[config.mk]
export PLATFORM = sky130hd
export DESIGN_NAME = etts_envelope
export DESIGN_NICKNAME = d
export VERILOG_FILES = /design/src/hdl/etts_pkg.sv /design/src/hdl/etts_envelope.sv
export SDC_FILE = /design/constraint.sdc
export NUM_CORES = 2
export LEC_CHECK = 0
export BUFFER_PORTS_ARGS = -buffer_cell sky130_fd_sc_hd__buf_2
export CAP_MARGIN = 25
export CORE_MARGIN = 2
export CORE_UTILIZATION = 35
export DETAILED_ROUTE_END_ITERATION = 10
export PLACE_DENSITY_LB_ADDON = 0.08
export SYNTH_ARGS = -nofsm -noshare
export SYNTH_HDL_FRONTEND = slang
export SYNTH_SLANG_ARGS = --single-unit
[constraint.sdc]
create_clock -name vclk -period 29.4
set_input_delay 0 -clock vclk [all_inputs]
set_output_delay 0 -clock vclk [all_outputs]
set_load 0.02 [all_outputs]
[src/hdl/etts_pkg.sv]
// shared types, constants and sine table builder for the three-tone synth
`default_nettype none

package etts_pkg;

   // sine table and phase accumulator geometry
   localparam int SINE_TABLE_DEPTH = 1024;
   localparam int SINE_ADDR_WIDTH  = $clog2(SINE_TABLE_DEPTH);
   localparam int PHASE_WIDTH      = 32;

   // field widths
   localparam int INDEX_WIDTH  = 24;
   localparam int INC_WIDTH    = 32;
   localparam int LEN_WIDTH    = 24;
   localparam int SLOPE_WIDTH  = 25;
   localparam int SAMPLE_WIDTH = 16;
   localparam int PHASE_PROD_WIDTH = INDEX_WIDTH + INC_WIDTH;

   // envelope gains are Q24 with unity representable
   localparam int GAIN_FRAC  = 24;
   localparam int GAIN_WIDTH = GAIN_FRAC + 1;
   localparam int RAMP_PROD_WIDTH = LEN_WIDTH + SLOPE_WIDTH;
   localparam int GAIN_PROD_WIDTH = 2 * GAIN_WIDTH;
   localparam logic [GAIN_WIDTH-1:0] UNITY_GAIN = GAIN_WIDTH'(1) << GAIN_FRAC;

   // volume 0.3 as Q16
   localparam int VOLUME_FRAC  = 16;
   localparam int VOLUME_WIDTH = 15;
   localparam logic [VOLUME_WIDTH-1:0] VOLUME_Q16 = VOLUME_WIDTH'(19661);

   // datapath widths after each multiply
   localparam int SUM_WIDTH         = SAMPLE_WIDTH + 2;
   localparam int SCALED_FULL_WIDTH = SUM_WIDTH + VOLUME_WIDTH + 1;
   localparam int SCALED_WIDTH      = 32;
   localparam int PRODUCT_WIDTH     = SCALED_WIDTH + GAIN_WIDTH + 1;
   localparam int OUT_SHIFT         = VOLUME_FRAC + GAIN_FRAC;
   localparam int MAG_WIDTH         = PRODUCT_WIDTH - OUT_SHIFT;

   // configuration port
   localparam int CSR_DATA_WIDTH = 32;
   localparam int CSR_ADDR_WIDTH = 5;

   typedef enum logic [2:0] {
      REG_PHASE_INC_A     = 3'd0,
      REG_PHASE_INC_B     = 3'd1,
      REG_PHASE_INC_C     = 3'd2,
      REG_ATTACK_SAMPLES  = 3'd3,
      REG_RELEASE_SAMPLES = 3'd4,
      REG_TOTAL_SAMPLES   = 3'd5,
      REG_ATTACK_SLOPE    = 3'd6,
      REG_RELEASE_SLOPE   = 3'd7
   } csr_reg_type;

   localparam logic [INC_WIDTH-1:0]   PHASE_INC_A_RESET     = INC_WIDTH'(25481000);
   localparam logic [INC_WIDTH-1:0]   PHASE_INC_B_RESET     = INC_WIDTH'(32103000);
   localparam logic [INC_WIDTH-1:0]   PHASE_INC_C_RESET     = INC_WIDTH'(38178000);
   localparam logic [LEN_WIDTH-1:0]   ATTACK_SAMPLES_RESET  = LEN_WIDTH'(22050);
   localparam logic [LEN_WIDTH-1:0]   RELEASE_SAMPLES_RESET = LEN_WIDTH'(22050);
   localparam logic [LEN_WIDTH-1:0]   TOTAL_SAMPLES_RESET   = LEN_WIDTH'(88200);
   localparam logic [SLOPE_WIDTH-1:0] ATTACK_SLOPE_RESET    = SLOPE_WIDTH'(760);
   localparam logic [SLOPE_WIDTH-1:0] RELEASE_SLOPE_RESET   = SLOPE_WIDTH'(760);

   typedef struct packed {
      logic [INC_WIDTH-1:0]   phase_inc_a;
      logic [INC_WIDTH-1:0]   phase_inc_b;
      logic [INC_WIDTH-1:0]   phase_inc_c;
      logic [LEN_WIDTH-1:0]   attack_samples;
      logic [LEN_WIDTH-1:0]   release_samples;
      logic [LEN_WIDTH-1:0]   total_samples;
      logic [SLOPE_WIDTH-1:0] attack_slope;
      logic [SLOPE_WIDTH-1:0] release_slope;
   } cfg_type;

   typedef struct packed {
      logic [GAIN_WIDTH-1:0] attack_gain;
      logic [GAIN_WIDTH-1:0] release_gain;
      logic                  in_range;
      logic                  last;
   } env_type;

   typedef logic signed [SAMPLE_WIDTH-1:0] sine_table_type [SINE_TABLE_DEPTH];

   localparam longint unsigned HALF_PI_Q30 = 64'd1686629713;
   localparam longint          ONE_Q30     = 64'sd1 << 30;

   // sine of a quarter-turn fraction, both Q30, odd series up to x^13
   function automatic longint quarter_sine(input longint unsigned f);
      longint x;
      longint x2;
      longint term;
      longint sum;
      x    = longint'((f * HALF_PI_Q30) >> 30);
      x2   = (x * x) >>> 30;
      term = x;
      sum  = x;
      term = ((term * x2) >>> 30) / 6;
      sum  = sum - term;
      term = ((term * x2) >>> 30) / 20;
      sum  = sum + term;
      term = ((term * x2) >>> 30) / 42;
      sum  = sum - term;
      term = ((term * x2) >>> 30) / 72;
      sum  = sum + term;
      term = ((term * x2) >>> 30) / 110;
      sum  = sum - term;
      term = ((term * x2) >>> 30) / 156;
      sum  = sum + term;
      if (sum < 0) begin
         sum = 0;
      end
      if (sum > ONE_Q30) begin
         sum = ONE_Q30;
      end
      return sum;
   endfunction

   // full-wave table, first quadrant from the series, the rest by symmetry
   function automatic sine_table_type build_sine_table();
      sine_table_type  tbl;
      longint unsigned ph;
      longint unsigned quad;
      longint unsigned frac;
      longint          s;
      longint          v;
      for (int i = 0; i < SINE_TABLE_DEPTH; i++) begin
         ph   = (longint'(i) << 32) / SINE_TABLE_DEPTH;
         quad = (ph >> 30) & 64'd3;
         frac = ph & ((64'd1 << 30) - 64'd1);
         if (quad[0]) begin
            frac = (64'd1 << 30) - frac;
         end
         s = quarter_sine(frac);
         v = (s * 32767 + (64'sd1 <<< 29)) >>> 30;
         if (quad >= 64'd2) begin
            v = -v;
         end
         tbl[i] = v[SAMPLE_WIDTH-1:0];
      end
      return tbl;
   endfunction

endpackage

`default_nettype wire

[src/hdl/etts_envelope.sv]
// attack and release ramp gains plus note range flags for one sample index
`default_nettype none

module etts_envelope import etts_pkg::*; (
   input  logic [INDEX_WIDTH-1:0] sample_index,
   input  cfg_type                cfg,
   output env_type                env
);

   logic [RAMP_PROD_WIDTH-1:0] attack_prod;
   logic [RAMP_PROD_WIDTH-1:0] release_prod;
   logic [LEN_WIDTH-1:0]       release_count;
   logic [LEN_WIDTH:0]         release_edge;
   logic                       in_attack;
   logic                       in_release;

   assign attack_prod   = RAMP_PROD_WIDTH'(sample_index) * RAMP_PROD_WIDTH'(cfg.attack_slope);
   assign release_count = cfg.total_samples - sample_index;
   assign release_prod  = RAMP_PROD_WIDTH'(release_count) *
                          RAMP_PROD_WIDTH'(cfg.release_slope);
   assign release_edge  = (LEN_WIDTH + 1)'(sample_index) +
                          (LEN_WIDTH + 1)'(cfg.release_samples);
   assign in_attack     = sample_index < cfg.attack_samples;
   assign in_release    = release_edge > (LEN_WIDTH + 1)'(cfg.total_samples);

   always_comb begin
      env.attack_gain  = UNITY_GAIN;
      env.release_gain = UNITY_GAIN;
      // each ramp saturates at unity
      if (in_attack && (attack_prod < RAMP_PROD_WIDTH'(UNITY_GAIN))) begin
         env.attack_gain = attack_prod[GAIN_WIDTH-1:0];
      end
      if (in_release && (release_prod < RAMP_PROD_WIDTH'(UNITY_GAIN))) begin
         env.release_gain = release_prod[GAIN_WIDTH-1:0];
      end
      env.in_range = sample_index < cfg.total_samples;
      env.last     = ((LEN_WIDTH + 1)'(sample_index) + (LEN_WIDTH + 1)'(1)) ==
                     (LEN_WIDTH + 1)'(cfg.total_samples);
   end

endmodule

`default_nettype wire

==> run_summary.xml <==
<?xml version="1.0" encoding="UTF-8"?>
<metrics>
  <group name="detailed_routing">
    <metric name="drt_first_iter_violations" unit="">1528</metric>
    <metric name="detail_route.vias_per_cell" unit="">5.005</metric>
    <metric name="maxUsedRoutingLayer" unit="">met5</metric>
    <metric name="antenna_violating_nets_post_route" unit="">0</metric>
    <metric name="routed_wl" unit="um">139800</metric>
    <metric name="routed-wl-met2" unit="um">70760</metric>
    <metric name="post_drt_wl_per_cell" unit="um">20.58</metric>
    <metric name="routedLengthMet1" unit="um">61810</metric>
    <metric name="drt-pass1-iter-count" unit="">7</metric>
    <metric name="drcViolationCount" unit="">0</metric>
    <metric name="wl_met3" unit="um">4495</metric>
    <metric name="num_vias" unit="">34000</metric>
  </group>
  <group name="logic_synthesis">
    <metric name="ys_warn_count" unit="">0</metric>
    <metric name="sequential_to_total_area_share_from_yosys_stat" unit="">0</metric>
    <metric name="syn_nets" unit="">6853</metric>
    <metric name="syn_inst" unit="">5155</metric>
    <metric name="post-synth-top-count-cell" unit="">inv_1</metric>
    <metric name="top_cells_by_count_synth" unit="">1117 x inv_1, 1010 x fa_1, 894 x nand2_1</metric>
    <metric name="syn_area_per_cell" unit="um2">8.462</metric>
    <metric name="synth_top_area_cell" unit="">fa_1</metric>
    <metric name="synth_top_area_share" unit="">0.4635</metric>
    <metric name="netlist_top_cells_area" unit="">fa_1 46%, ha_1 13%, inv_1 9.6%</metric>
    <metric name="mappedNetlistArea" unit="um2">43620</metric>
    <metric name="post_synth_num_cell_types" unit="">78</metric>
  </group>
  <group name="grt">
    <metric name="grt_antenna_before_repair" unit="">8</metric>
    <metric name="grt_pass1_wl" unit="um">220700</metric>
    <metric name="grt_pass1_vias" unit="">36780</metric>
    <metric name="maximum_number_of_pins_on_one_net_before_global_route_repair" unit="">34</metric>
    <metric name="groute.usage.overall" unit="">0.2245</metric>
    <metric name="globalRoute.totalOverflow" unit="">0</metric>
  </group>
  <group name="sta">
    <metric name="rsz_0062_raised_after_global_routing" unit="">no</metric>
    <metric name="fin_crit_sh" unit="">0.4061</metric>
    <metric name="layout_min_cycle_time" unit="ns">11.94</metric>
    <metric name="maxClockFrequency" unit="MHz">83.76</metric>
    <metric name="setup-violations-final" unit="">0</metric>
    <metric name="finalHoldViolCount" unit="">0</metric>
    <metric name="worstMarginPinSlew" unit="ns">1.113</metric>
    <metric name="timing_max_transition_violations_final" unit="">0</metric>
    <metric name="finalSetupTns" unit="ns">0</metric>
    <metric name="worst_slew_slack_as_a_fraction_of_its_limit" unit="">0.2578</metric>
  </group>
  <group name="final_layout">
    <metric name="nFlopsAndLatches" unit="">0</metric>
    <metric name="register_area" unit="um2">0</metric>
    <metric name="layout-drive-gt1-share" unit="">0.06286</metric>
    <metric name="num-clock-buffers" unit="">0</metric>
    <metric name="finalNetCount" unit="">6854</metric>
    <metric name="area.growth.synth_to_final" unit="%">6.483</metric>
    <metric name="fillerInstances" unit="">13020</metric>
  </group>
  <group name="cts">
    <metric name="cts.hold.buffers_added" unit="">0</metric>
    <metric name="postCtsResizedCells" unit="">0</metric>
    <metric name="postCtsSetupRepairBufs" unit="">0</metric>
  </group>
  <group name="critical_path">
    <metric name="critical_path.endpoint" unit="">env[26]</metric>
    <metric name="critical-path-max-stage-delay" unit="ns">0.57</metric>
    <metric name="startpoint" unit="">sample_index[9]</metric>
    <metric name="worst_setup_path_start_kind" unit="">input pin</metric>
    <metric name="worst_ep_arrival_time" unit="ns">11.94</metric>
    <metric name="worst_path_most_repeated_cell" unit="">fa_1</metric>
    <metric name="timing_worst_setup_path_type" unit="">in2out</metric>
    <metric name="worst-path-max-fanout" unit="">31</metric>
    <metric name="worst_setup_path_end_kind" unit="">primary output</metric>
    <metric name="timing.critical_path.required" unit="ns">29.40</metric>
    <metric name="critical_path.slowest_cell" unit="">fa_1</metric>
  </group>
  <group name="floorplan">
    <metric name="io-pin-count" unit="">294</metric>
    <metric name="die_height" unit="um">357.0</metric>
    <metric name="rows" unit="">129</metric>
    <metric name="fp.dieW" unit="um">357.0</metric>
    <metric name="fp.dieArea" unit="um2">127500</metric>
    <metric name="initial_core_util" unit="">0.3528</metric>
    <metric name="coreArea" unit="um2">123600</metric>
  </group>
  <group name="placed_design">
    <metric name="place.port_buffers" unit="">198</metric>
    <metric name="routabilityCongestion" unit="">0.8823</metric>
    <metric name="dp.final_hpwl" unit="um">109600</metric>
  </group>
  <group name="hold_path">
    <metric name="holdCritPathClass" unit="">in2out</metric>
  </group>
  <group name="flow_run">
    <metric name="maxCapViolCount" unit="">0</metric>
  </group>
  <group name="status">
    <metric name="run_status" unit="">finished, final reports clean</metric>
  </group>
</metrics>
## kinds of logic (layout without fill, tap and decap cells)
group,after synthesis,count (layout),synth area share
and+or+nand+nor,1692,1692,0.1877
adders and majority gates,1456,1456,0.5915
other,0,3,0
muxes,8,8,0.001893
xor gates and xnor gates,135,135,0.02742
buffers and inverters,1377,1376,0.1193
AOI/OAI and AO/OA,487,487,0.07220
## cells in the final DEF, fill, tap and decap left out, types with 39 or more instances in the layout
cell type,netlist,layout
a21o_1,62,62
a21oi_1,151,151
and2_1,398,398
buf_2,4,198
buf_4,0,59
fa_1,1010,1010
ha_1,446,446
inv_1,1117,1117
nand2_1,894,894
nand3_1,43,43
nand4_1,39,39
nor2_1,102,101
nor2b_1,40,40
nor3_1,48,48
o21ai_0,97,97
xnor2_1,84,67
xor2_1,50,44
## layout make-up
class / count / area (um2) / area share
tap: 1637 / 2048 / 0.04410
timing repair buffer: 259 / 1489 / 0.03206
antenna: 3 / 7.507 / 0.0001616
multi-input combinational: 3778 / 38710 / 0.8334
inverter: 1117 / 4193 / 0.09027
## stage by stage
stage / std cells / cell area (um2) / setup slack [ns] / hold slack [ns] / utilization
after detailed placement: 6789 / 46390 / 17.34 / 0.6359 / 0.3752
after global placement: 6789 / 46390 / 17.29 / 0.6288 / 0.3752
after floorplan: 5155 / 43620 / 19.53 / 0.1282 / -
final: 6794 / 46450 / 17.46 / 0.6254 / 0.3757
after global routing: 6792 / 46440 / 16.83 / 0.6674 / 0.3756
after CTS: 6789 / 46390 / 17.27 / 0.6367 / 0.3752
## critical path, delay by kind of cell
family / cells / cell delay [ns]
adders and majority gates: 9 / 4.54
AOI/OAI and AO/OA: 9 / 2.34
and+or+nand+nor: 10 / 3.07
xor gates and xnor gates: 1 / 0.16
buffers and inverters: 9 / 1.77
## how the worst min path moves through the flow
stage	from	endpoint	slack [ns]	cells past startpoint
after floorplan	cfg[0]	env[2]	0.13	2
after global placement	cfg[0]	env[2]	0.63	4
after detailed placement	cfg[0]	env[2]	0.64	4
after CTS	cfg[0]	env[2]	0.64	4
after global routing	cfg[25]	env[27]	0.67	4
final	cfg[25]	env[27]	0.63	4
## per-layer routing
metal  global-route usage  up-vias
met2               0.4049      598
met4              0.03723        6
li1                     -    15590
met3              0.01010      116
met1               0.3021    17690
met5                    0        -
