**src/hdl/etts_pkg.sv**
```systemverilog
// shared types, constants and sine table builder for the three-tone synth
`default_nettype none

package etts_pkg;

   // sine table and phase accumulator geometry
   localparam int SINE_TABLE_DEPTH = 1024;
   localparam int SINE_ADDR_WIDTH  = $clog2(SINE_TABLE_DEPTH);
   localparam int PHASE_WIDTH      = 32;

   // field widths
   localparam int INDEX_WIDTH  = 24;
   localparam int INC_WIDTH    = 32;
   localparam int LEN_WIDTH    = 24;
   localparam int SLOPE_WIDTH  = 25;
   localparam int SAMPLE_WIDTH = 16;
   localparam int PHASE_PROD_WIDTH = INDEX_WIDTH + INC_WIDTH;

   // envelope gains are Q24 with unity representable
   localparam int GAIN_FRAC  = 24;
   localparam int GAIN_WIDTH = GAIN_FRAC + 1;
   localparam int RAMP_PROD_WIDTH = LEN_WIDTH + SLOPE_WIDTH;
   localparam int GAIN_PROD_WIDTH = 2 * GAIN_WIDTH;
   localparam logic [GAIN_WIDTH-1:0] UNITY_GAIN = GAIN_WIDTH'(1) << GAIN_FRAC;

   // volume 0.3 as Q16
   localparam int VOLUME_FRAC  = 16;
   localparam int VOLUME_WIDTH = 15;
   localparam logic [VOLUME_WIDTH-1:0] VOLUME_Q16 = VOLUME_WIDTH'(19661);

   // datapath widths after each multiply
   localparam int SUM_WIDTH         = SAMPLE_WIDTH + 2;
   localparam int SCALED_FULL_WIDTH = SUM_WIDTH + VOLUME_WIDTH + 1;
   localparam int SCALED_WIDTH      = 32;
   localparam int PRODUCT_WIDTH     = SCALED_WIDTH + GAIN_WIDTH + 1;
   localparam int OUT_SHIFT         = VOLUME_FRAC + GAIN_FRAC;
   localparam int MAG_WIDTH         = PRODUCT_WIDTH - OUT_SHIFT;

   // configuration port
   localparam int CSR_DATA_WIDTH = 32;
   localparam int CSR_ADDR_WIDTH = 5;

   typedef enum logic [2:0] {
      REG_PHASE_INC_A     = 3'd0,
      REG_PHASE_INC_B     = 3'd1,
      REG_PHASE_INC_C     = 3'd2,
      REG_ATTACK_SAMPLES  = 3'd3,
      REG_RELEASE_SAMPLES = 3'd4,
      REG_TOTAL_SAMPLES   = 3'd5,
      REG_ATTACK_SLOPE    = 3'd6,
      REG_RELEASE_SLOPE   = 3'd7
   } csr_reg_type;

   localparam logic [INC_WIDTH-1:0]   PHASE_INC_A_RESET     = INC_WIDTH'(25481000);
   localparam logic [INC_WIDTH-1:0]   PHASE_INC_B_RESET     = INC_WIDTH'(32103000);
   localparam logic [INC_WIDTH-1:0]   PHASE_INC_C_RESET     = INC_WIDTH'(38178000);
   localparam logic [LEN_WIDTH-1:0]   ATTACK_SAMPLES_RESET  = LEN_WIDTH'(22050);
   localparam logic [LEN_WIDTH-1:0]   RELEASE_SAMPLES_RESET = LEN_WIDTH'(22050);
   localparam logic [LEN_WIDTH-1:0]   TOTAL_SAMPLES_RESET   = LEN_WIDTH'(88200);
   localparam logic [SLOPE_WIDTH-1:0] ATTACK_SLOPE_RESET    = SLOPE_WIDTH'(760);
   localparam logic [SLOPE_WIDTH-1:0] RELEASE_SLOPE_RESET   = SLOPE_WIDTH'(760);

   typedef struct packed {
      logic [INC_WIDTH-1:0]   phase_inc_a;
      logic [INC_WIDTH-1:0]   phase_inc_b;
      logic [INC_WIDTH-1:0]   phase_inc_c;
      logic [LEN_WIDTH-1:0]   attack_samples;
      logic [LEN_WIDTH-1:0]   release_samples;
      logic [LEN_WIDTH-1:0]   total_samples;
      logic [SLOPE_WIDTH-1:0] attack_slope;
      logic [SLOPE_WIDTH-1:0] release_slope;
   } cfg_type;

   typedef struct packed {
      logic [GAIN_WIDTH-1:0] attack_gain;
      logic [GAIN_WIDTH-1:0] release_gain;
      logic                  in_range;
      logic                  last;
   } env_type;

   typedef logic signed [SAMPLE_WIDTH-1:0] sine_table_type [SINE_TABLE_DEPTH];

   localparam longint unsigned HALF_PI_Q30 = 64'd1686629713;
   localparam longint          ONE_Q30     = 64'sd1 << 30;

   // sine of a quarter-turn fraction, both Q30, odd series up to x^13
   function automatic longint quarter_sine(input longint unsigned f);
      longint x;
      longint x2;
      longint term;
      longint sum;
      x    = longint'((f * HALF_PI_Q30) >> 30);
      x2   = (x * x) >>> 30;
      term = x;
      sum  = x;
      term = ((term * x2) >>> 30) / 6;
      sum  = sum - term;
      term = ((term * x2) >>> 30) / 20;
      sum  = sum + term;
      term = ((term * x2) >>> 30) / 42;
      sum  = sum - term;
      term = ((term * x2) >>> 30) / 72;
      sum  = sum + term;
      term = ((term * x2) >>> 30) / 110;
      sum  = sum - term;
      term = ((term * x2) >>> 30) / 156;
      sum  = sum + term;
      if (sum < 0) begin
         sum = 0;
      end
      if (sum > ONE_Q30) begin
         sum = ONE_Q30;
      end
      return sum;
   endfunction

   // full-wave table, first quadrant from the series, the rest by symmetry
   function automatic sine_table_type build_sine_table();
      sine_table_type  tbl;
      longint unsigned ph;
      longint unsigned quad;
      longint unsigned frac;
      longint          s;
      longint          v;
      for (int i = 0; i < SINE_TABLE_DEPTH; i++) begin
         ph   = (longint'(i) << 32) / SINE_TABLE_DEPTH;
         quad = (ph >> 30) & 64'd3;
         frac = ph & ((64'd1 << 30) - 64'd1);
         if (quad[0]) begin
            frac = (64'd1 << 30) - frac;
         end
         s = quarter_sine(frac);
         v = (s * 32767 + (64'sd1 <<< 29)) >>> 30;
         if (quad >= 64'd2) begin
            v = -v;
         end
         tbl[i] = v[SAMPLE_WIDTH-1:0];
      end
      return tbl;
   endfunction

endpackage

`default_nettype wire

```
**src/hdl/etts_csr.sv**
```systemverilog
// apb register file holding the tone, ramp and note length settings
`default_nettype none

module etts_csr import etts_pkg::*; (
   input  logic                      clock,
   input  logic                      reset,
   input  logic                      psel,
   input  logic                      penable,
   input  logic                      pwrite,
   input  logic [CSR_ADDR_WIDTH-1:0] paddr,
   input  logic [CSR_DATA_WIDTH-1:0] pwdata,
   output logic [CSR_DATA_WIDTH-1:0] prdata,
   output logic                      pready,
   output cfg_type                   cfg
);

   cfg_type     cfg_ff;
   cfg_type     cfg_in;
   csr_reg_type reg_sel;
   logic        wr_en;

   assign pready  = 1'b1;
   assign reg_sel = csr_reg_type'(paddr[CSR_ADDR_WIDTH-1:2]);
   assign wr_en   = psel && penable && pwrite;
   assign cfg     = cfg_ff;

   always_comb begin
      cfg_in = cfg_ff;
      if (wr_en) begin
         case (reg_sel)
            REG_PHASE_INC_A:     cfg_in.phase_inc_a     = pwdata[INC_WIDTH-1:0];
            REG_PHASE_INC_B:     cfg_in.phase_inc_b     = pwdata[INC_WIDTH-1:0];
            REG_PHASE_INC_C:     cfg_in.phase_inc_c     = pwdata[INC_WIDTH-1:0];
            REG_ATTACK_SAMPLES:  cfg_in.attack_samples  = pwdata[LEN_WIDTH-1:0];
            REG_RELEASE_SAMPLES: cfg_in.release_samples = pwdata[LEN_WIDTH-1:0];
            REG_TOTAL_SAMPLES:   cfg_in.total_samples   = pwdata[LEN_WIDTH-1:0];
            REG_ATTACK_SLOPE:    cfg_in.attack_slope    = pwdata[SLOPE_WIDTH-1:0];
            REG_RELEASE_SLOPE:   cfg_in.release_slope   = pwdata[SLOPE_WIDTH-1:0];
            default:             cfg_in = cfg_ff;
         endcase
      end
   end

   always_comb begin
      case (reg_sel)
         REG_PHASE_INC_A:     prdata = CSR_DATA_WIDTH'(cfg_ff.phase_inc_a);
         REG_PHASE_INC_B:     prdata = CSR_DATA_WIDTH'(cfg_ff.phase_inc_b);
         REG_PHASE_INC_C:     prdata = CSR_DATA_WIDTH'(cfg_ff.phase_inc_c);
         REG_ATTACK_SAMPLES:  prdata = CSR_DATA_WIDTH'(cfg_ff.attack_samples);
         REG_RELEASE_SAMPLES: prdata = CSR_DATA_WIDTH'(cfg_ff.release_samples);
         REG_TOTAL_SAMPLES:   prdata = CSR_DATA_WIDTH'(cfg_ff.total_samples);
         REG_ATTACK_SLOPE:    prdata = CSR_DATA_WIDTH'(cfg_ff.attack_slope);
         REG_RELEASE_SLOPE:   prdata = CSR_DATA_WIDTH'(cfg_ff.release_slope);
         default:             prdata = '0;
      endcase
   end

   always_ff @(posedge clock) begin
      if (reset) begin
         cfg_ff.phase_inc_a     <= PHASE_INC_A_RESET;
         cfg_ff.phase_inc_b     <= PHASE_INC_B_RESET;
         cfg_ff.phase_inc_c     <= PHASE_INC_C_RESET;
         cfg_ff.attack_samples  <= ATTACK_SAMPLES_RESET;
         cfg_ff.release_samples <= RELEASE_SAMPLES_RESET;
         cfg_ff.total_samples   <= TOTAL_SAMPLES_RESET;
         cfg_ff.attack_slope    <= ATTACK_SLOPE_RESET;
         cfg_ff.release_slope   <= RELEASE_SLOPE_RESET;
      end else begin
         cfg_ff <= cfg_in;
      end
   end

endmodule

`default_nettype wire

```
**config.mk**
```make
export PLATFORM = sky130hd
export DESIGN_NAME = etts_csr
export DESIGN_NICKNAME = d
export VERILOG_FILES = /design/src/hdl/etts_pkg.sv /design/src/hdl/etts_csr.sv
export SDC_FILE = /design/constraint.sdc
export NUM_CORES = 1
export LEC_CHECK = 0
export ABC_AREA = 0
export ABC_CLOCK_PERIOD_IN_PS = 1700
export BUFFER_PORTS_ARGS = -buffer_cell sky130_fd_sc_hd__buf_2
export CORE_MARGIN = 5
export CORE_UTILIZATION = 47
export DETAILED_ROUTE_END_ITERATION = 8
export PLACE_DENSITY_LB_ADDON = 0.08
export SYNTH_ARGS = -nofsm -noshare
export SYNTH_HDL_FRONTEND = slang
export SYNTH_SLANG_ARGS = --single-unit
```
**constraint.sdc**
```tcl
create_clock -name clock -period 1.7 [get_ports clock]
set_input_delay 0.34 -clock clock [delete_from_list [all_inputs] [get_ports clock]]
set_output_delay 0.34 -clock clock [all_outputs]
set_load 0.01 [all_outputs]
```
==> reports/metrics.yaml, run 1 <==
viasPerCell: 5.60
hold_ws_ns: 0.0697
p_per_area_mw_per_mm2: 827
grt_pass1_wl_mm: 58.6
p_leak_uw: 0.00600
drtPass1Iterations: 6
min_to: "cfg[147]"
layout-drive-gt1-share_pct: 38.0
min_from: "pwdata[25]"
cts_buffers: 23
antenna_found_initial: 1
layout_setup_ws_ns: -0.501
start_kind: "flip-flop"
violations: "setup timing"
cp_max_fo: 2
drv_slew: 0
critPathRequiredTime_ns: 1.36
r2r_cells: 3
root_buffer: "clkbuf_16"
synth-seq-cells: 218
grt_max_degree: 55
stdcell_area_mm2: 0.0135
ff_latch_area_mm2: 0.00443
worst-slew-pin-transition_ns: 0.533
antenna_cells: 0
max_freq_ghz: 0.454
whs_path_depth: 3
start_util_pct: 48.1
gr-total-overflow: 0
clock_sinks: 218
place_inst: 1787
htree_levels: 1
cts_hold_buffers: 0
wirelength_mm: 39.0
maxCapViolations: 0
crit_path_end_kind: "primary output"
final_hold_viol_count: 0
io_pins: 293
nFillCells: 1807
syn_nets: 1289
drc_errors: 0
num_rows: 52
drtIter0Drc: 871
criticalPathCategory: "reg -> out"
core_mm2: 0.0204
ys_seq_area_share_pct: 44.4
avgSynthCellArea_um2: 7.88
period_share_pct: 129
yosys_warnings: 0
cts_tree: "built"
fp.dieH_um: 155
dpl_worst_slack_ns: -0.481
drtAntennaViolNets: 0
final_cells: 1855
die_w_um: 155
relSlewSlack_pct: 64.4
area_growth_pct: 37.5
synth_top_cell_area_share_pct: 44.4
multiInputGateArea_mm2: 0.00508
fin_crit_ns: 2.20
setup_viol: 28
dp_hpwl_mm: 28.5
gp_congestion: 0.925
slowest_stage: "dfxtp_2"
hold_class: "in -> reg"
reg2reg_to: "cfg[140]"
die_area_mm2: 0.0239
status: "complete, but fails checks"
grt_pass1_vias: 9458
largest_reg_flops: 218
syn_inst: 1247
insertion_delay_ns: 0.51
place_area_mm2: 0.0122
numPortBuffers: 289
vias: 10400
syn_area_mm2: 0.00982
rrSetupSlack_ns: 0.83
critPathMaxStageDelay_ns: 0.34
rsz0062_at_grt: "yes"
rr_startpoint: "cfg[140]"
cp.arrival_ns: 1.86
cts.path.max_buffers: 3
yosysTopAreaCell: "dfxtp_1"
nNetsFinal: 1613
routedWlPerCell_um: 21.0
finClkSkew_ns: 0
groute.usage.overall_pct: 31.0
synth.distinct_cells: 39
crit_chain: "mux2_4 -> a22o_1 -> a221oi_2 -> nor2_1 -> buf_2"
cts.clk_slew.worst_paths_ns: 0.06
peakVddDrop_v: 0.000601
synthTopCellsByArea: "dfxtp_1 (44%), nand2_1 (16%), a21oi_1 (8.7%), nand3b_1 (4.1%), buf_2 (3.8%)"
[cells in the mapped netlist, drive strengths merged]
cell type    n
a211o       11
a21o         1
a21oi      171
a221oi      41
a22o        26
a22oi        6
a311oi       1
and2         1
and2b        1
buf         88
clkbuf      37
conb         1
dfxtp      218
inv         24
mux2        20
mux2i       26
mux4         1
nand2      417
nand2b       6
nand3        2
nand3b      54
nand4        1
nand4b       1
nor2        76
nor2b        3
nor3         2
o221ai       1
o22a         1
or2          6
or3          3
[cell families after synthesis]
family	after synthesis	share of synthesized area, %
other cells	1	0.0382
flops	218	44.4
mux	47	5.36
simple gates	573	24.9
buf+inv	149	7.36
compound gates	259	17.9
[how the worst max path moves through the flow]
stage          startpoint    endpoint  slack (ns)  cells after the start
6_report          cfg[72]  prdata[22]       -0.50                      5
5_1_grt           cfg[16]  prdata[16]       -0.56                      5
4_1_cts           cfg[67]  prdata[17]       -0.52                      5
3_5_place_dp     paddr[3]  prdata[22]       -0.48                      7
3_3_place_gp     paddr[3]  prdata[22]       -0.46                      7
2_1_floorplan    paddr[3]  prdata[10]      -0.008                      6
[per-stage QoR]
stage | setup TNS, ns | power (uW) | util [%]
global route | -11.21 | 11500 | 66.1
detailed placement | -32.20 | 6370 | 59.8
global placement | -29.10 | 6360 | 59.8
CTS | -11.44 | 11100 | 64.2
floorplan | -0.0386 | 5930 | -
finish | -9.47 | 11200 | 66.1
[worst max-delay path, delay by kind of cell (launching register included)]
family          cells  cell delay [ns]
compound gates      2             0.47
flops               1             0.34
mux                 1             0.27
buf+inv             1             0.16
simple gates        1             0.11
[repair_timing]
action / 4_1_cts / 5_1_grt
resized for setup: 52 / 68
pin swaps: 21 / 45
endpoints found under the setup margin: 32 / 32
setup buffers: 7 / 23
[metal layers]
metal / share of wire (%) / GRT usage [%] / vias up
li1: - / - / 4819
met1: 42 / 44.2 / 4962
met2: 45 / 46.9 / 533
met3: 10 / 6.59 / 67
met4: 3.0 / 10.2 / 2
met5: 0.033 / 0 / -
[where the power goes]
part	internal [uW]	leakage, uW	switching [uW]	total (uW)
Sequential	5150	0.00177	43.9	5190
Clock	2750	0.000353	2080	4830
Combinational	476	0.00388	684	1160
[layout make-up]
cell class                 count  share of cell area [%]
multi-input combinational    880                    37.6
sequential                   218                    32.8
timing repair buffer         424                    21.2
clock buffer                  34                    5.01
tap                          270                    2.50
inverter                      24                   0.667
clock inverter                 5                   0.241
[placed cells by master (no fill, tap or decap), types with 4 or more instances in the layout]
| cell type | Yosys | layout |
|---|---|---|
| nor2_1 | 75 | 64 |
| clkbuf_1 | 37 | 5 |
| mux2i_1 | 26 | 26 |
| nand3b_1 | 54 | 54 |
| nand2b_1 | 6 | 5 |
| buf_6 | 3 | 10 |
| a211o_1 | 11 | 11 |
| buf_12 | 0 | 25 |
| buf_2 | 74 | 284 |
| a22o_1 | 26 | 25 |
| inv_1 | 24 | 23 |
| a221oi_2 | 22 | 38 |
| nor2_2 | 1 | 9 |
| dfxtp_1 | 218 | 172 |
| a21oi_2 | 0 | 8 |
| clkbuf_16 | 0 | 23 |
| a21oi_1 | 171 | 163 |
| or2_1 | 5 | 5 |
| dfxtp_2 | 0 | 42 |
| nand2_1 | 417 | 417 |
| buf_4 | 4 | 102 |
| clkbuf_8 | 0 | 6 |
| mux2_4 | 5 | 19 |
| dfxtp_4 | 0 | 4 |
(Power assumes the default switching activity.)
==> inputs of run 2 (changes only) <==
ABC_CLOCK_PERIOD_IN_PS = 2150   (was 1700)
CORE_UTILIZATION = 50   (was 47)
clock period = 2.15 ns   (was 1.7 ns; I/O delays follow)
==> run 2 against run 1 <==
  * The run still ends with setup timing left
  * Highest routed layer is now met4
  * Final cell count fell by 2.3%
  * Utilization increased by 1.9 points
  * Die area fell by 5.6%
  * Worst hold slack better by 0.11 ns
  * Clock power down 19%
  * Design area decreased by 2.3%
  * First-iteration DRC count is 6.5% higher
  * Non-clock buffer count decreased by 39
  * Worst setup slack gained 0.29 ns
  * Critical path depth grew 1
  * Sequential share of layout area up 0.60 points
  * Sequential power is 21% lower
==> reports/metrics.yaml, run 2 (synthesis gave the netlist of run 1 again) <==
status: "complete, but fails checks"  # unchanged
violations: "setup timing"  # unchanged
p_leak_uw: 0.00583  # was 0.00600 uW
final_common_cell: "nand2_1"  # unchanged
min_to: "cfg[215]"  # was cfg[147]
period_share_pct: 110
drtPass1Iterations: 6  # unchanged
fin_crit_ns: 2.36
critPathRequiredTime_ns: 1.72  # was 1.36 ns
place_inst: 1745  # was 1787
rsz0062_at_grt: "yes"  # unchanged
mostFrequentLayoutCells: "nand2_1 (417), buf_2 (284), dfxtp_1 (181), a21oi_1 (170), buf_4 (80)"  # was nand2_1 (417), buf_2 (284), dfxtp_1 (172), a21oi_1 (163), buf_4 (102)
rr_startpoint: "cfg[177]"  # was cfg[140]
largest_reg_flops: 218  # unchanged
antenna_found_initial: 0  # was 1
die_w_um: 150  # was 155 um
min_from: "pwdata[29]"  # was pwdata[25]
nNetsFinal: 1575  # was 1613
routedWlPerCell_um: 19.8  # was 21.0 um
cp.arrival_ns: 1.93  # was 1.86 ns
vias: 9991  # was 10400
p_per_area_mw_per_mm2: 676  # was 827 mW/mm2
antenna_cells: 0  # unchanged
reg2reg_to: "cfg[177]"  # was cfg[140]
die_area_mm2: 0.0226  # was 0.0239 mm2
groute.usage.overall_pct: 30.3  # was 31.0%
start_kind: "flip-flop"  # unchanged
criticalPathCategory: "reg -> out"  # unchanged
drtIter0Drc: 928  # was 871
area_growth_pct: 34.4  # was 37.5%
whs_path_depth: 3  # unchanged
p_int_uw: 6730  # was 8370 uW
r2r_cells: 3  # unchanged
io_pins: 293  # unchanged
p_comb_share_pct: 10.2  # was 10.4%
drc_errors: 0  # unchanged
insertion_delay_ns: 0.50  # was 0.51 ns
nFillCells: 1715  # was 1807
pwr-share-clk_pct: 43.8  # was 43.2%
relSlewSlack_pct: 57.3  # was 64.4%
numPortBuffers: 289  # unchanged
maxCapViolations: 0  # unchanged
cp_max_fo: 2  # unchanged
hold_class: "in -> reg"  # unchanged
cts_tree: "built"  # unchanged
finClkSkew_ns: 0  # unchanged
drv_slew: 0  # unchanged
layout_setup_ws_ns: -0.209  # was -0.501 ns
gp_congestion: 0.953  # was 0.925
setup_viol: 24  # was 28
cts_buffers: 24  # was 23
p_sw_uw: 2200  # was 2800 uW
num_rows: 51  # was 52
viasPerCell: 5.51  # was 5.60
max_freq_ghz: 0.424
worst-slew-pin-transition_ns: 0.641  # was 0.533 ns
grt_pass1_wl_mm: 53.7  # was 58.6 mm
final_cells: 1813  # was 1855
dpl_worst_slack_ns: -0.238  # was -0.481 ns
final_hold_viol_count: 0  # unchanged
grt_pass1_vias: 9027  # was 9458
place_area_mm2: 0.0117  # was 0.0122 mm2
sw_frac_of_total_pct: 24.6  # was 25.1%
rrSetupSlack_ns: 1.29  # was 0.83 ns
layout-drive-gt1-share_pct: 35.6  # was 38.0%
stdcell_area_mm2: 0.0132  # was 0.0135 mm2
cts.clk_slew.worst_paths_ns: 0.06  # about the same
start_util_pct: 50.6  # was 48.1%
cts.path.max_buffers: 3  # unchanged
wirelength_mm: 35.9  # was 39.0 mm
peakVddDrop_v: 0.000491  # was 0.000601 V
root_buffer: "clkbuf_16"  # unchanged
fp.dieH_um: 150  # was 155 um
clock_sinks: 218  # unchanged
gr-total-overflow: 0  # unchanged
dp_hpwl_mm: 26.0  # was 28.5 mm
crit_path_end_kind: "primary output"  # unchanged
pwr-share-seq_pct: 46.0  # was 46.5%
htree_levels: 1  # unchanged
drtAntennaViolNets: 0  # unchanged
grt_max_degree: 60  # was 55
core_mm2: 0.0194  # was 0.0204 mm2
-- run 2: cell types whose count changed in the layout (fill, tap and decap cells not counted), moves of 5 or more --
cell | previous run | this run
a21oi_2 | 8 | 1
a22o_4 | 1 | 18
a21oi_1 | 163 | 170
dfxtp_1 | 172 | 181
buf_12 | 25 | 12
a221oi_4 | 1 | 15
a221oi_2 | 38 | 21
dfxtp_2 | 42 | 37
a22o_1 | 25 | 8
buf_4 | 102 | 80
-- run 2: worst max-delay path by stage --
stage / from / endpoint / slack [ns] / cells past startpoint
after floorplan: paddr[2] / prdata[23] / 0.14 / 7
after global placement: paddr[3] / prdata[17] / -0.23 / 7
after detailed placement: paddr[3] / prdata[10] / -0.24 / 7
after CTS: cfg[52] / prdata[2] / -0.16 / 5
after global routing: cfg[59] / prdata[9] / -0.22 / 6
final: cfg[59] / prdata[9] / -0.21 / 6
-- run 2: through the flow --
| step | setup TNS [ns] | power (uW) | util (%) | hold slack, ns |
|---|---|---|---|---|
| 5_1_grt | -3.15 | 9190 | 68.1 | 0.188 |
| 6_report | -2.00 | 8930 | 68.1 | 0.176 |
| 3_3_place_gp | -3.55 | 4980 | 60.2 | 0.451 |
| 2_1_floorplan | 0 | 4660 | - | 0.489 |
| 3_5_place_dp | -3.75 | 4980 | 60.2 | 0.461 |
| 4_1_cts | -2.63 | 8890 | 66.5 | 0.167 |
-- run 2: power by group through the flow --
stage	sequential (uW)	clock [uW]	combinational [uW]
floorplan	4210	0	451
global placement	4200	0	782
detailed placement	4200	0	786
CTS	4110	3940	842
global route	4110	4120	960
finish	4110	3910	907
-- run 2: layer usage --
layer  GRT usage [%]  vias up  part of all wire [%]
met5               0        -                     0
met4            6.18        0                   1.8
met3            6.26       44                    11
met2            44.5      505                    43
met1            46.1     4706                    44
li1                -     4736                     -
-- run 2: layout make-up --
cell class | instances | area (um2) | area share [%]
clock inverter | 5 | 28.8 | 0.218
timing repair buffer | 385 | 2360 | 17.9
sequential | 218 | 4410 | 33.4
tap | 265 | 332 | 2.51
inverter | 24 | 90.1 | 0.682
multi-input combinational | 880 | 5260 | 39.9
clock buffer | 36 | 717 | 5.43
-- run 2: what timing repair did --
| item | 4_1_cts | 5_1_grt |
|---|---|---|
| gates resized for setup | 73 | 42 |
| pin swaps | 28 | 22 |
| buffers inserted | 20 | 9 |
| gates cloned | 0 | 0 |
| hold buffers | 0 | 0 |
| endpoints found under the setup margin | 25 | 25 |
-- run 2: worst max-delay path, cell delays in order (launching register included) --
cell	delay, ns
dfxtp_2	0.32
mux2_4	0.27
a22o_4	0.24
a221oi_2	0.26
buf_4	0.17
nor2_2	0.03
buf_2	0.13
==> inputs of run 3 (changes only) <==
CTS_CLUSTER_SIZE = 16   (was unset)
PLACE_DENSITY = 0.89   (was unset)
PLACE_DENSITY_LB_ADDON = unset   (was 0.08)
==> run 3 against run 2 <==
  * The run still ends with setup timing left
  * Sequential share of layout area shrank 0.66 points
  * Clock-buffer cell count is 2 lower
  * Clock skew unchanged
  * Critical endpoint is now prdata[18]
  * Highest routed layer unchanged
==> reports/metrics.yaml, run 3 (synthesis gave the netlist of run 1 again) <==
status: "complete, but fails checks"  # unchanged
violations: "setup timing"  # unchanged
reg2reg_to: "cfg[133]"  # was cfg[177]
final_cells: 1827  # was 1813
maxCapViolations: 0  # unchanged
start_util_pct: 50.6  # unchanged
setup_viol: 22  # was 24
cp-startpoint: "cfg[68]"  # was cfg[59]
num_rows: 51  # unchanged
core_mm2: 0.0194  # unchanged
root_buffer: "clkbuf_16"  # unchanged
final_common_cell: "nand2_1"  # unchanged
finClkSkew_ns: 0  # unchanged
cts_buffers: 23  # was 24
drtAntennaViolNets: 0  # unchanged
gr-total-overflow: 0  # unchanged
layout-drive-gt1-share_pct: 37.4  # was 35.6%
routedWlPerCell_um: 21.6  # was 19.8 um
antenna_found_initial: 0  # unchanged
min_to: "cfg[147]"  # was cfg[215]
critPathMaxStageDelay_ns: 0.32  # about the same
groute.usage.overall_pct: 32.5  # was 30.3%
crit_chain: "mux2_4 -> a22o_4 -> a221oi_2 -> buf_4 -> nor2_2 -> buf_2"  # unchanged
hold_ws_ns: 0.173  # was 0.176 ns
die_area_mm2: 0.0226  # unchanged
hold_class: "in -> reg"  # unchanged
drtIter0Drc: 1335  # was 928
fin_setup_tns_ns: -2.31  # was -2.00 ns
viasPerCell: 5.85  # was 5.51
wirelength_mm: 39.4  # was 35.9 mm
htree_levels: 1  # unchanged
vias: 10700  # was 9991
worst-slew-pin-transition_ns: 0.670  # was 0.641 ns
nNetsFinal: 1589  # was 1575
rr_startpoint: "cfg[133]"  # was cfg[177]
rsz0062_at_grt: "yes"  # unchanged
cts_hold_buffers: 0  # unchanged
cp.arrival_ns: 1.96  # was 1.93 ns
rrSetupSlack_ns: 1.26  # was 1.29 ns
relSlewSlack_pct: 55.3  # was 57.3%
grt_max_degree: 79  # was 60
insertion_delay_ns: 0.51  # was 0.50 ns
drc_errors: 0  # unchanged
cp_max_fo: 2  # unchanged
p_per_area_mw_per_mm2: 668  # was 676 mW/mm2
fin_crit_ns: 2.39  # was 2.36 ns
critPathRequiredTime_ns: 1.72  # about the same
start_kind: "flip-flop"  # unchanged
drv_slew: 0  # unchanged
crit_path_end_kind: "primary output"  # unchanged
whs_path_depth: 3  # unchanged
final_hold_viol_count: 0  # unchanged
cts_tree: "built"  # unchanged
die_w_um: 150  # unchanged
mostFrequentLayoutCells: "nand2_1 (417), buf_2 (284), dfxtp_1 (182), a21oi_1 (165), buf_4 (82)"  # was nand2_1 (417), buf_2 (284), dfxtp_1 (181), a21oi_1 (170), buf_4 (80)
area_growth_pct: 37.2  # was 34.4%
p_leak_uw: 0.00595  # was 0.00583 uW
grt_pass1_wl_mm: 57.7  # was 53.7 mm
clock_sinks: 218  # unchanged
drtPass1Iterations: 6  # unchanged
period_share_pct: 111  # was 110%
layout_setup_ws_ns: -0.241  # was -0.209 ns
dp_hpwl_mm: 26.4  # was 26.0 mm
dpl_worst_slack_ns: -0.264  # was -0.238 ns
grt_pass1_vias: 10000  # was 9027
gp_congestion: 0.984  # was 0.953
peakVddDrop_v: 0.000477  # was 0.000491 V
place_inst: 1756  # was 1745
numPortBuffers: 289  # unchanged
criticalPathCategory: "reg -> out"  # unchanged
path_buf_inv: 2  # unchanged
cts.clk_slew.worst_paths_ns: 0.06  # about the same
cts.path.max_buffers: 3  # unchanged
io_pins: 293  # unchanged
fp.dieH_um: 150  # unchanged
path_delay_family: "compound AO/OA/AOI/OAI gates"  # unchanged
largest_reg_flops: 218  # unchanged
r2r_cells: 3  # unchanged
max_freq_ghz: 0.418  # was 0.424 GHz
antenna_cells: 0  # unchanged
min_from: "pwdata[25]"  # was pwdata[29]
slowest_stage: "dfxtp_2"  # unchanged
[run 3: changes by cell type in the layout (fill, tap and decap cells not counted), moves of 5 or more]
cell / delta
nor2_1: -10
a21oi_1: -5
nor2_4: +5
buf_12: +6
nor2_2: +5
a221oi_4: -6
a221oi_2: +7
[run 3: per-stage QoR]
stage               area (um2)  power [uW]  util [%]
finish                   13500        9000      69.5
global route             13500        9230      69.5
CTS                      13200        8900      67.9
detailed placement       11800        4990      60.8
global placement         11800        4970      60.8
floorplan                 9820        4660         -
[run 3: routing by layer]
layer  track usage [%]  vias to the layer above  routed length (um)
li1                  -                     4779                   -
met5                 0                        -                   0
met1              42.6                     5012               14900
met4              12.9                        0                1940
met3              10.4                      131                5280
met2              49.8                      770               17300
[run 3: report_power, final]
part,internal (uW),switching [uW],total [uW]
clock network,2240,1670,3910
logic,401,579,980
registers,4080,33.5,4110
total,6720,2280,9000
[run 3: how the worst max path moves through the flow]
stage          slack (ns)         end  cells after the start
2_1_floorplan        0.14  prdata[23]                      7
3_3_place_gp        -0.23  prdata[10]                      8
3_5_place_dp        -0.26   prdata[6]                      8
4_1_cts             -0.20   prdata[7]                      6
5_1_grt             -0.29   prdata[7]                      6
6_report            -0.24  prdata[18]                      6
[run 3: final cells by class]
class	instances	area [um2]
fillers	1376	5920
flip-flops and latches	218	4410
inverters	24	90.1
well taps	265	332
repair buffers	400	2630
multi-input cells	880	5280
clock inverters	6	40.0
clock buffers	34	697
[run 3: worst register-to-register path: cells and delay by family, from the launching register on]
kind	cells	cell delay (ns)
buffers and inverters	1	0.11
AOI/OAI and AO/OA	1	0.27
and+or+nand+nor	1	0.06
DFF	1	0.34
[run 3: timing repair]
item,4_1_cts,5_1_grt
gates cloned,1,1
setup endpoints to repair,25,25
setup buffers,26,6
gates resized for setup,105,48
pin swaps,34,42
